==> config.mk <==
export PLATFORM = sky130hd
export DESIGN_NAME = pidff_cfg
export DESIGN_NICKNAME = d
export VERILOG_FILES = /design/src/rtl/core/pidff_pkg.sv /design/src/rtl/core/pidff_cfg.sv
export SDC_FILE = /design/constraint.sdc
export NUM_CORES = 1
export LEC_CHECK = 0
export ABC_AREA = 1
export BUFFER_PORTS_ARGS = -buffer_cell sky130_fd_sc_hd__clkbuf_2
export CAP_MARGIN = 20
export CORE_MARGIN = 3
export CORE_UTILIZATION = 40
export DETAILED_ROUTE_END_ITERATION = 16
export PLACE_DENSITY_LB_ADDON = 0.15
export SKIP_CTS_REPAIR_TIMING = 1
export SLEW_MARGIN = 20
export SYNTH_ARGS = -nofsm -noshare
export SYNTH_HDL_FRONTEND = slang
export SYNTH_SLANG_ARGS = --single-unit
==> constraint.sdc <==
create_clock -name clk -period 1 [get_ports clk]
set_input_delay 0.05 -clock clk [delete_from_list [all_inputs] [get_ports clk]]
set_output_delay 0.05 -clock clk [all_outputs]
set_load 0.05 [all_outputs]
==> src/rtl/core/pidff_pkg.sv <==
// Shared types and register indexes for the PID controller with deadband and integral zone.
package pidff_pkg;

  // Configuration port widths.
  localparam int CFG_IDX_W  = 4;
  localparam int CFG_DATA_W = 24;

  // Register indexes, in the order of the register map.
  localparam logic [CFG_IDX_W-1:0] REG_KP            = 4'd0;
  localparam logic [CFG_IDX_W-1:0] REG_KI            = 4'd1;
  localparam logic [CFG_IDX_W-1:0] REG_KD            = 4'd2;
  localparam logic [CFG_IDX_W-1:0] REG_FEED_FORWARD  = 4'd3;
  localparam logic [CFG_IDX_W-1:0] REG_DEADBAND      = 4'd4;
  localparam logic [CFG_IDX_W-1:0] REG_INTEGRAL_ZONE = 4'd5;
  localparam logic [CFG_IDX_W-1:0] REG_MIN_OUTPUT    = 4'd6;
  localparam logic [CFG_IDX_W-1:0] REG_MAX_OUTPUT    = 4'd7;

  // Request operations.
  localparam logic OP_COMPUTE = 1'b0;
  localparam logic OP_CLEAR   = 1'b1;

  // Reset values of the output limits.
  localparam logic [15:0] MIN_OUTPUT_RESET = 16'h8000;
  localparam logic [15:0] MAX_OUTPUT_RESET = 16'h7FFF;

  // Controller settings as held by the register file (signed fields stored as raw bits).
  typedef struct packed {
    logic [23:0] kp;
    logic [23:0] ki;
    logic [23:0] kd;
    logic [15:0] feed_forward;
    logic [15:0] deadband;
    logic [15:0] integral_zone;
    logic [15:0] min_output;
    logic [15:0] max_output;
  } cfg_t;

  // One result item.
  typedef struct packed {
    logic [15:0] drive;
    logic [16:0] error_now;
    logic [17:0] error_delta;
    logic        in_deadband;
  } res_t;

endpackage

==> src/rtl/core/pidff_cfg.sv <==
// Configuration register file for the PID controller.
module pidff_cfg (
  input  logic                            clk,
  input  logic                            rst,
  input  logic                            cfg_valid,
  output logic                            cfg_ready,
  input  logic [pidff_pkg::CFG_IDX_W-1:0]  cfg_index,
  input  logic [pidff_pkg::CFG_DATA_W-1:0] cfg_data,
  output pidff_pkg::cfg_t                 cfg
);

  // Writes are always taken.
  assign cfg_ready = 1'b1;

  // Register writes; an unknown index is ignored.
  always_ff @(posedge clk) begin
    if (rst) begin
      cfg.kp            <= '0;
      cfg.ki            <= '0;
      cfg.kd            <= '0;
      cfg.feed_forward  <= '0;
      cfg.deadband      <= '0;
      cfg.integral_zone <= '0;
      cfg.min_output    <= pidff_pkg::MIN_OUTPUT_RESET;
      cfg.max_output    <= pidff_pkg::MAX_OUTPUT_RESET;
    end else if (cfg_valid) begin
      case (cfg_index)
        pidff_pkg::REG_KP:            cfg.kp            <= cfg_data;
        pidff_pkg::REG_KI:            cfg.ki            <= cfg_data;
        pidff_pkg::REG_KD:            cfg.kd            <= cfg_data;
        pidff_pkg::REG_FEED_FORWARD:  cfg.feed_forward  <= cfg_data[15:0];
        pidff_pkg::REG_DEADBAND:      cfg.deadband      <= cfg_data[15:0];
        pidff_pkg::REG_INTEGRAL_ZONE: cfg.integral_zone <= cfg_data[15:0];
        pidff_pkg::REG_MIN_OUTPUT:    cfg.min_output    <= cfg_data[15:0];
        pidff_pkg::REG_MAX_OUTPUT:    cfg.max_output    <= cfg_data[15:0];
        default: ;
      endcase
    end
  end

endmodule

==> results of run 1 <==
-- cells by family (layout without fill, tap and decap cells) --
| group | after synthesis | count (layout) |
|---|---|---|
| DFF | 152 | 152 |
| and+or+nand+nor | 610 | 610 |
| buffers and inverters | 125 | 337 |
| other | 1 | 1 |
| AOI/OAI and AO/OA | 1 | 1 |
-- synthesized netlist by cell type (all sizes together) --
cell	count	area, sq um
nor2	282	1080
nand2	260	976
dfxtp	152	3040
inv	70	263
nand4	48	300
buf	41	199
nand3	19	100
clkbuf	14	52.6
conb	1	3.75
nand3b	1	7.51
o21ai	1	5.00
-- metrics by stage --
| step | power, mW | hold WS, ps | setup WS [ps] |
|---|---|---|---|
| finish | 15.0 | -4.81 | -3.02 |
| detailed placement | 7.94 | 296 | -108 |
| global route | 15.5 | 11.4 | -29.8 |
| global placement | 7.93 | 302 | -82.0 |
| floorplan | 7.41 | 176 | 20.0 |
| CTS | 14.8 | -152 | -145 |
-- per-layer routing --
layer  vias up  part of all wire, %  track usage (%)
met5         -                    0                0
met4         0                  1.8             7.60
met3        21                  6.2             5.60
met2       194                   47             31.6
met1      2724                   45             29.1
li1       3077                    -                -
-- worst paths after layout --
check / end / slack [ps] / start
min reg2reg: cfg[0] / 460 / cfg[0]
min: cfg[73] / -5 / cfg_data[9]
max: cfg[86] / -3 / cfg_data[6]
max reg2reg: cfg[131] / 260 / cfg[131]
-- power groups by stage --
stage,Clock [mW],Sequential (mW),Combinational [mW]
global placement,0,6.40,1.54
floorplan,0,6.85,0.558
detailed placement,0,6.40,1.54
global route,7.26,6.34,1.94
finish,6.90,6.33,1.81
CTS,7.02,6.27,1.55
-- cell usage in the layout, fill, tap and decap left out, drive strengths merged --
cell type / netlist / final
nand4: 48 / 48
dlygate4sd3: 0 / 20
bufinv: 0 / 4
clkinv: 0 / 3
conb: 1 / 1
nand2: 260 / 260
nand3: 19 / 19
o21ai: 1 / 1
clkbuf: 14 / 53
buf: 41 / 186
inv: 70 / 70
nand3b: 1 / 1
dfxtp: 152 / 152
nor2: 282 / 282
clkinvlp: 0 / 1
-- tightest hold or removal path, stage by stage --
cell and delay (ps):
clkbuf_2 90, buf_4 120, nor2_1 40, nor2_1 80
-- area by class of cell --
cell class	count	area [sq um]	area share (%)
flip-flops and latches	152	3230	34.0
repair buffers	236	2680	28.1
multi-input cells	612	2480	26.0
clock buffers	23	488	5.13
inverters	70	265	2.79
well taps	184	230	2.42
clock inverters	8	143	1.50
==> key figures, run 1 <==
Logic synthesis
  – Average cell area after synthesis: a little under 7 sq um
  – Area share of fa/ha/maj cells after synthesis: 0%
  – Seq cells post-synth: 152
  – Synth Warn #: 0
  – Sequential area share after synthesis: between 50% and 60%
  – Main combinational cell family by area after synthesis: simple AND/OR/NAND/NOR gates
  – Post-Synth Simple-Gate Area: about two fifths
  – Cell count after synthesis: 889
  – Synthesized area: around 6000 sq um
  – Synthesized net count: a little over 900
  – Post-synthesis compound-gate area fraction: less than 1%
  – Multiplexer area fraction after synthesis: 0%
  – Yosys cell types: 16
  – XOR/XNOR Fraction of Synth Area: 0%

Timing
  – Minimum clock period: between 1000 and 1500 ps
  – Total negative slack: -3.02 ps
  – Hold slack: -4.81 ps
  – Final worst slack: -3.02 ps
  – # setup viols final: 1
  – Fmax: 0.997 GHz
  – Fin. max-slew vios: 0
  – Ratio of final minimum period to clock period: 100%
  – Endpoints failing hold: 2
  – Setup Skew: 0 ps
  – RSZ-0062 raised after global routing: yes

Detailed routing
  – Overall routed net length: between 15000 and 20000 um
  – DRC: 0
  – Vias per Instance: around 4.7
  – Post-DRT Antenna Nets: 0
  – DR vias: 6016
  – Drt pass-1 iters: 5
  – First DRT Iteration DRCs: approximately 380
  – Wire length per cell: 14.7 um

Finish
  – Cell area after layout: between 9000 and 10000 sq um
  – Biggest regs: cfg (152)
  – Reg with most FFs: cfg
  – Layout area overhead: 57.9%
  – Ratio of cells with drive above 1 in the final layout: 37.0%
  – Max FFs per register: 152
  – Core Util, Final: approximately two thirds
  – Fillcell total: 1242
  – Antenna fix cells: 0
  – Nets@finish: 1120
  – Post-Layout Cell Count: ~1300

Setup path
  – Critical Path RT: ~1300 ps
  – CP max-delay cell: dlygate4sd3_1
  – Worst r2r path cells: 5
  – Kind of critical path: in2reg
  – Setup crit end kind: flip-flop
  – Critical path cell sequence: dlygate4sd3_1 > clkbuf_2 > inv_1 > nand4_1 > nand2_1 > nor2_1
  – Top delay family on crit path: buffers and inverters
  – WP buf/inv: 3
  – Critical Path Max Stage Delay: between 500 and 600 ps
  – Maximum net fanout on the critical path: 5
  – Stages on worst setup path: 6
  – CP arrival: ~1300 ps
  – Nature of the critical path startpoint: input port

Power and ir drop
  – Flop pwr share: a little over two fifths
  – Int Pwr: between 10 and 15 mW
  – Clock share of power: roughly 46%
  – Pwr/cell area: ~1600 nW/um^2
  – Worst vdd ir: approximately 1.1 mV
  – Switching share of power: around a quarter
  – Sw Pwr: roughly 3.8 mW
  – Combinational share of power: between 10% and 20%
  – Pleak: 4.56 nW

Worst hold path
  – HP Class: in2reg
  – Worst Hold Depth: 4

Floorplan
  – Area of the core: 14600 sq um
  – Initial Utilization: between 40% and 50%
  – Io pins: roughly 180
  – Die height: roughly 130 um
  – Die area: about 17000 sq um
  – Row count: 44
  – Die width: approximately 130 um

Clock network
  – CTS Sinks: 152
  – CTS max path bufs: 2
  – CTS tree: yes
  – CTS clock-pin slew for the worst setup and hold paths: 60 ps
  – Clk_lat worst skew: approximately 430 ps
  – H-tree levels: 4
  – CTS Root Cell: clkbuf_16
  – Number of CTS-inserted buffers: 17

Placed design
  – Placement Cell Area: between 7000 and 8000 sq um
  – GP Congestion: between 0.7 and 0.8
  – PortBufs: around 180
  – Post-DP HPWL: roughly 12000 um
  – Placed cell count: ~1200

Outcome
  – Status: complete, but fails checks
  – Violated checks: hold timing, setup timing

Global routing
  – Largest net degree at the start of global routing: slightly below 50
  – First-pass GRT wire length: around 27000 um
  – Global route overflow: 0
  – Number of global-route vias before repair: 4924
  – Tot GR Track Use: between 20% and 30%
  – Initial antenna violation count: 0

Flow run
  – Max-cap violation count: 0
Note: power is estimated with default switching activity, not from simulation.
==> inputs of run 2 (changes only) <==
Settings changed: BUFFER_PORTS_ARGS -buffer_cell sky130_fd_sc_hd__clkbuf_2 to default, DONT_BUFFER_PORTS from default to 1, SETUP_SLACK_MARGIN from default to 0.5.
==> run 2 against run 1 <==
The run ends with hold timing left. Highest routed layer unchanged. Critical path depth decreased by 5. Non-clock buffer count decreased by 153. Clock-buffer cell count decreased by 5. Cell count decreased by 12%. Core utilization decreased by 4.6 points.
==> key figures, run 2 (synthesis results as in run 1) <==
Outcome
  – Status: complete, but fails checks
  – Violated checks: hold timing

Power and ir drop
  – Clock share of power: between 40% and 50%
  – Worst vdd ir: 1.01 mV
  – Sw Pwr: ~3.7 mW
  – Switching share of power: 26.8%
  – Int Pwr: 10.2 mW
  – Pwr/cell area: 1580 nW/um^2
  – Total power: 13.9 mW
  – Flop pwr share: between 40% and 50%
  – Combinational share of power: 8.6%
  – Pleak: about 3.9 nW

Setup path
  – Kind of critical path: reg2out
  – CP arrival: around 930 ps
  – RR Endpoint: cfg[79]
  – WP buf/inv: 1
  – Maximum net fanout on the critical path: 2
  – Setup crit end kind: primary output
  – CP max-delay cell: dfxtp_4
  – Nature of the critical path startpoint: flip-flop
  – Critical Path RT: approximately 950 ps
  – Worst r2r path cells: 5
  – Reg2reg setup slack: around 250 ps
  – Critical path cell sequence: buf_8
  – RR Startpoint: cfg[79]
  – Top delay family on crit path: flip-flops
  – Critical Path Max Stage Delay: ~360 ps

Placed design
  – PortBufs: 0
  – Post-Place Setup Slack: ~63 ps
  – GP Congestion: 0.780
  – Post-DP HPWL: roughly 12000 um

Detailed routing
  – Drt pass-1 iters: 7
  – Wire length per cell: around 17 um
  – DRC: 0
  – Post-DRT Antenna Nets: 0
  – Overall routed net length: 19200 um
  – First DRT Iteration DRCs: 406
  – Vias per Instance: ~5
  – DR vias: around 5600

Clock network
  – CTS max path bufs: 2
  – Number of CTS-inserted buffers: 17
  – H-tree levels: 4
  – CTS Sinks: 152
  – CTS tree: yes
  – CTS Root Cell: clkbuf_16
  – CTS clock-pin slew for the worst setup and hold paths: 60 ps
  – Clk_lat worst skew: between 400 and 500 ps

Finish
  – Fillcell total: roughly 1300
  – Commonest non-fill, non-tap cell in the layout: nand2_1
  – Ratio of cells with drive above 1 in the final layout: approximately two fifths
  – Register area: about 3600 sq um
  – Multi-input logic area: 2990 sq um
  – Nets@finish: 967
  – Layout area overhead: 46.6%
  – Reg with most FFs: cfg
  – Most frequent cells in the layout: nand2_1, nor2_1, dfxtp_4, nor2_2, inv_1
  – Biggest regs: cfg (152)
  – Max FFs per register: 152
  – Antenna fix cells: 0

Timing
  – Final worst slack: roughly 24 ps
  – RSZ-0062 raised after global routing: yes
  – Minimum clock period: 976 ps
  – # setup viols final: 0
  – Hold slack: -165 ps
  – Fin. max-slew vios: 0
  – Setup Skew: 0 ps
  – Endpoints failing hold: 68
  – Ratio of final minimum period to clock period: 97.6%
  – Fmax: approximately 1.0 GHz
  – Total negative slack: 0 ps

Flow run
  – Max-cap violation count: 0

Worst hold path
  – Worst Hold Launch: cfg_valid
  – Worst Hold Depth: 3
  – Sink of the worst hold path: cfg[103]
  – HP Class: in2reg

Global routing
  – Global route overflow: 0
  – Tot GR Track Use: 21.1%
  – Number of global-route vias before repair: 4894
  – Largest net degree at the start of global routing: 53
  – First-pass GRT wire length: roughly 27000 um
  – Initial antenna violation count: 0

Floorplan
  – Row count: 44
  – Initial Utilization: 41.1%
  – Die width: roughly 130 um
  – Die area: about 17000 sq um
  – Area of the core: roughly 15000 sq um
  – Io pins: 184
  – Die height: around 130 um
==> run 2: changes by cell type in the layout (fill, tap and decap cells not counted), sizes merged <==
cell / previous run / this run
buf: 186 / 59
clkbuf: 53 / 18
clkinvlp: 1 / 5
dlygate4sd3: 20 / 24
clkinv: 3 / 5
bufinv: 4 / 3
inv: 70 / 71
==> run 2: worst max path at each step <==
stage	start	endpoint	slack [ps]	cells after the start
floorplan	cfg_valid	cfg[110]	160	6
global placement	cfg_index[0]	cfg[29]	110	7
detailed placement	cfg_index[0]	cfg[20]	60	7
CTS	cfg[79]	cfg[79]	-30	1
global route	cfg[146]	cfg[146]	0.6	1
finish	cfg[146]	cfg[146]	20	1
==> run 2: cell type report <==
| class | count | area share [%] |
|---|---|---|
| well taps | 184 | 2.61 |
| clock buffers | 18 | 4.86 |
| flip-flops and latches | 152 | 40.9 |
| repair buffers | 83 | 13.0 |
| clock inverters | 14 | 1.77 |
| inverters | 70 | 3.00 |
| multi-input cells | 612 | 33.8 |
==> run 2: power groups by stage <==
stage	clock network, mW	logic, mW	registers (mW)
after global placement	0	0.934	6.45
after detailed placement	0	0.949	6.46
after floorplan	0	0.591	6.55
final	6.39	1.20	6.36
after global routing	6.77	1.30	6.37
after CTS	6.51	0.953	6.32
==> run 2: through the flow <==
step                instance area [sq um]  hold slack [ps]  utilization (%)  cells
floorplan                            6760              175                -    889
global placement                     7230              178             49.4   1076
detailed placement                   7230              183             49.4   1076
CTS                                  7820             -262             53.4   1108
global route                         8840             -162             60.3   1133
finish                               8840             -165             60.3   1133
==> run 2: layer usage <==
| layer | part of all wire, % | GRT usage [%] | routed length (um) | up-vias |
|---|---|---|---|---|
| li1 | - | - | - | 2784 |
| met3 | 9.5 | 8.01 | 1820 | 37 |
| met1 | 41 | 26.0 | 7860 | 2609 |
| met4 | 2.8 | 9.51 | 546 | 0 |
| met2 | 47 | 32.8 | 8950 | 206 |
| met5 | 0 | 0 | 0 | - |
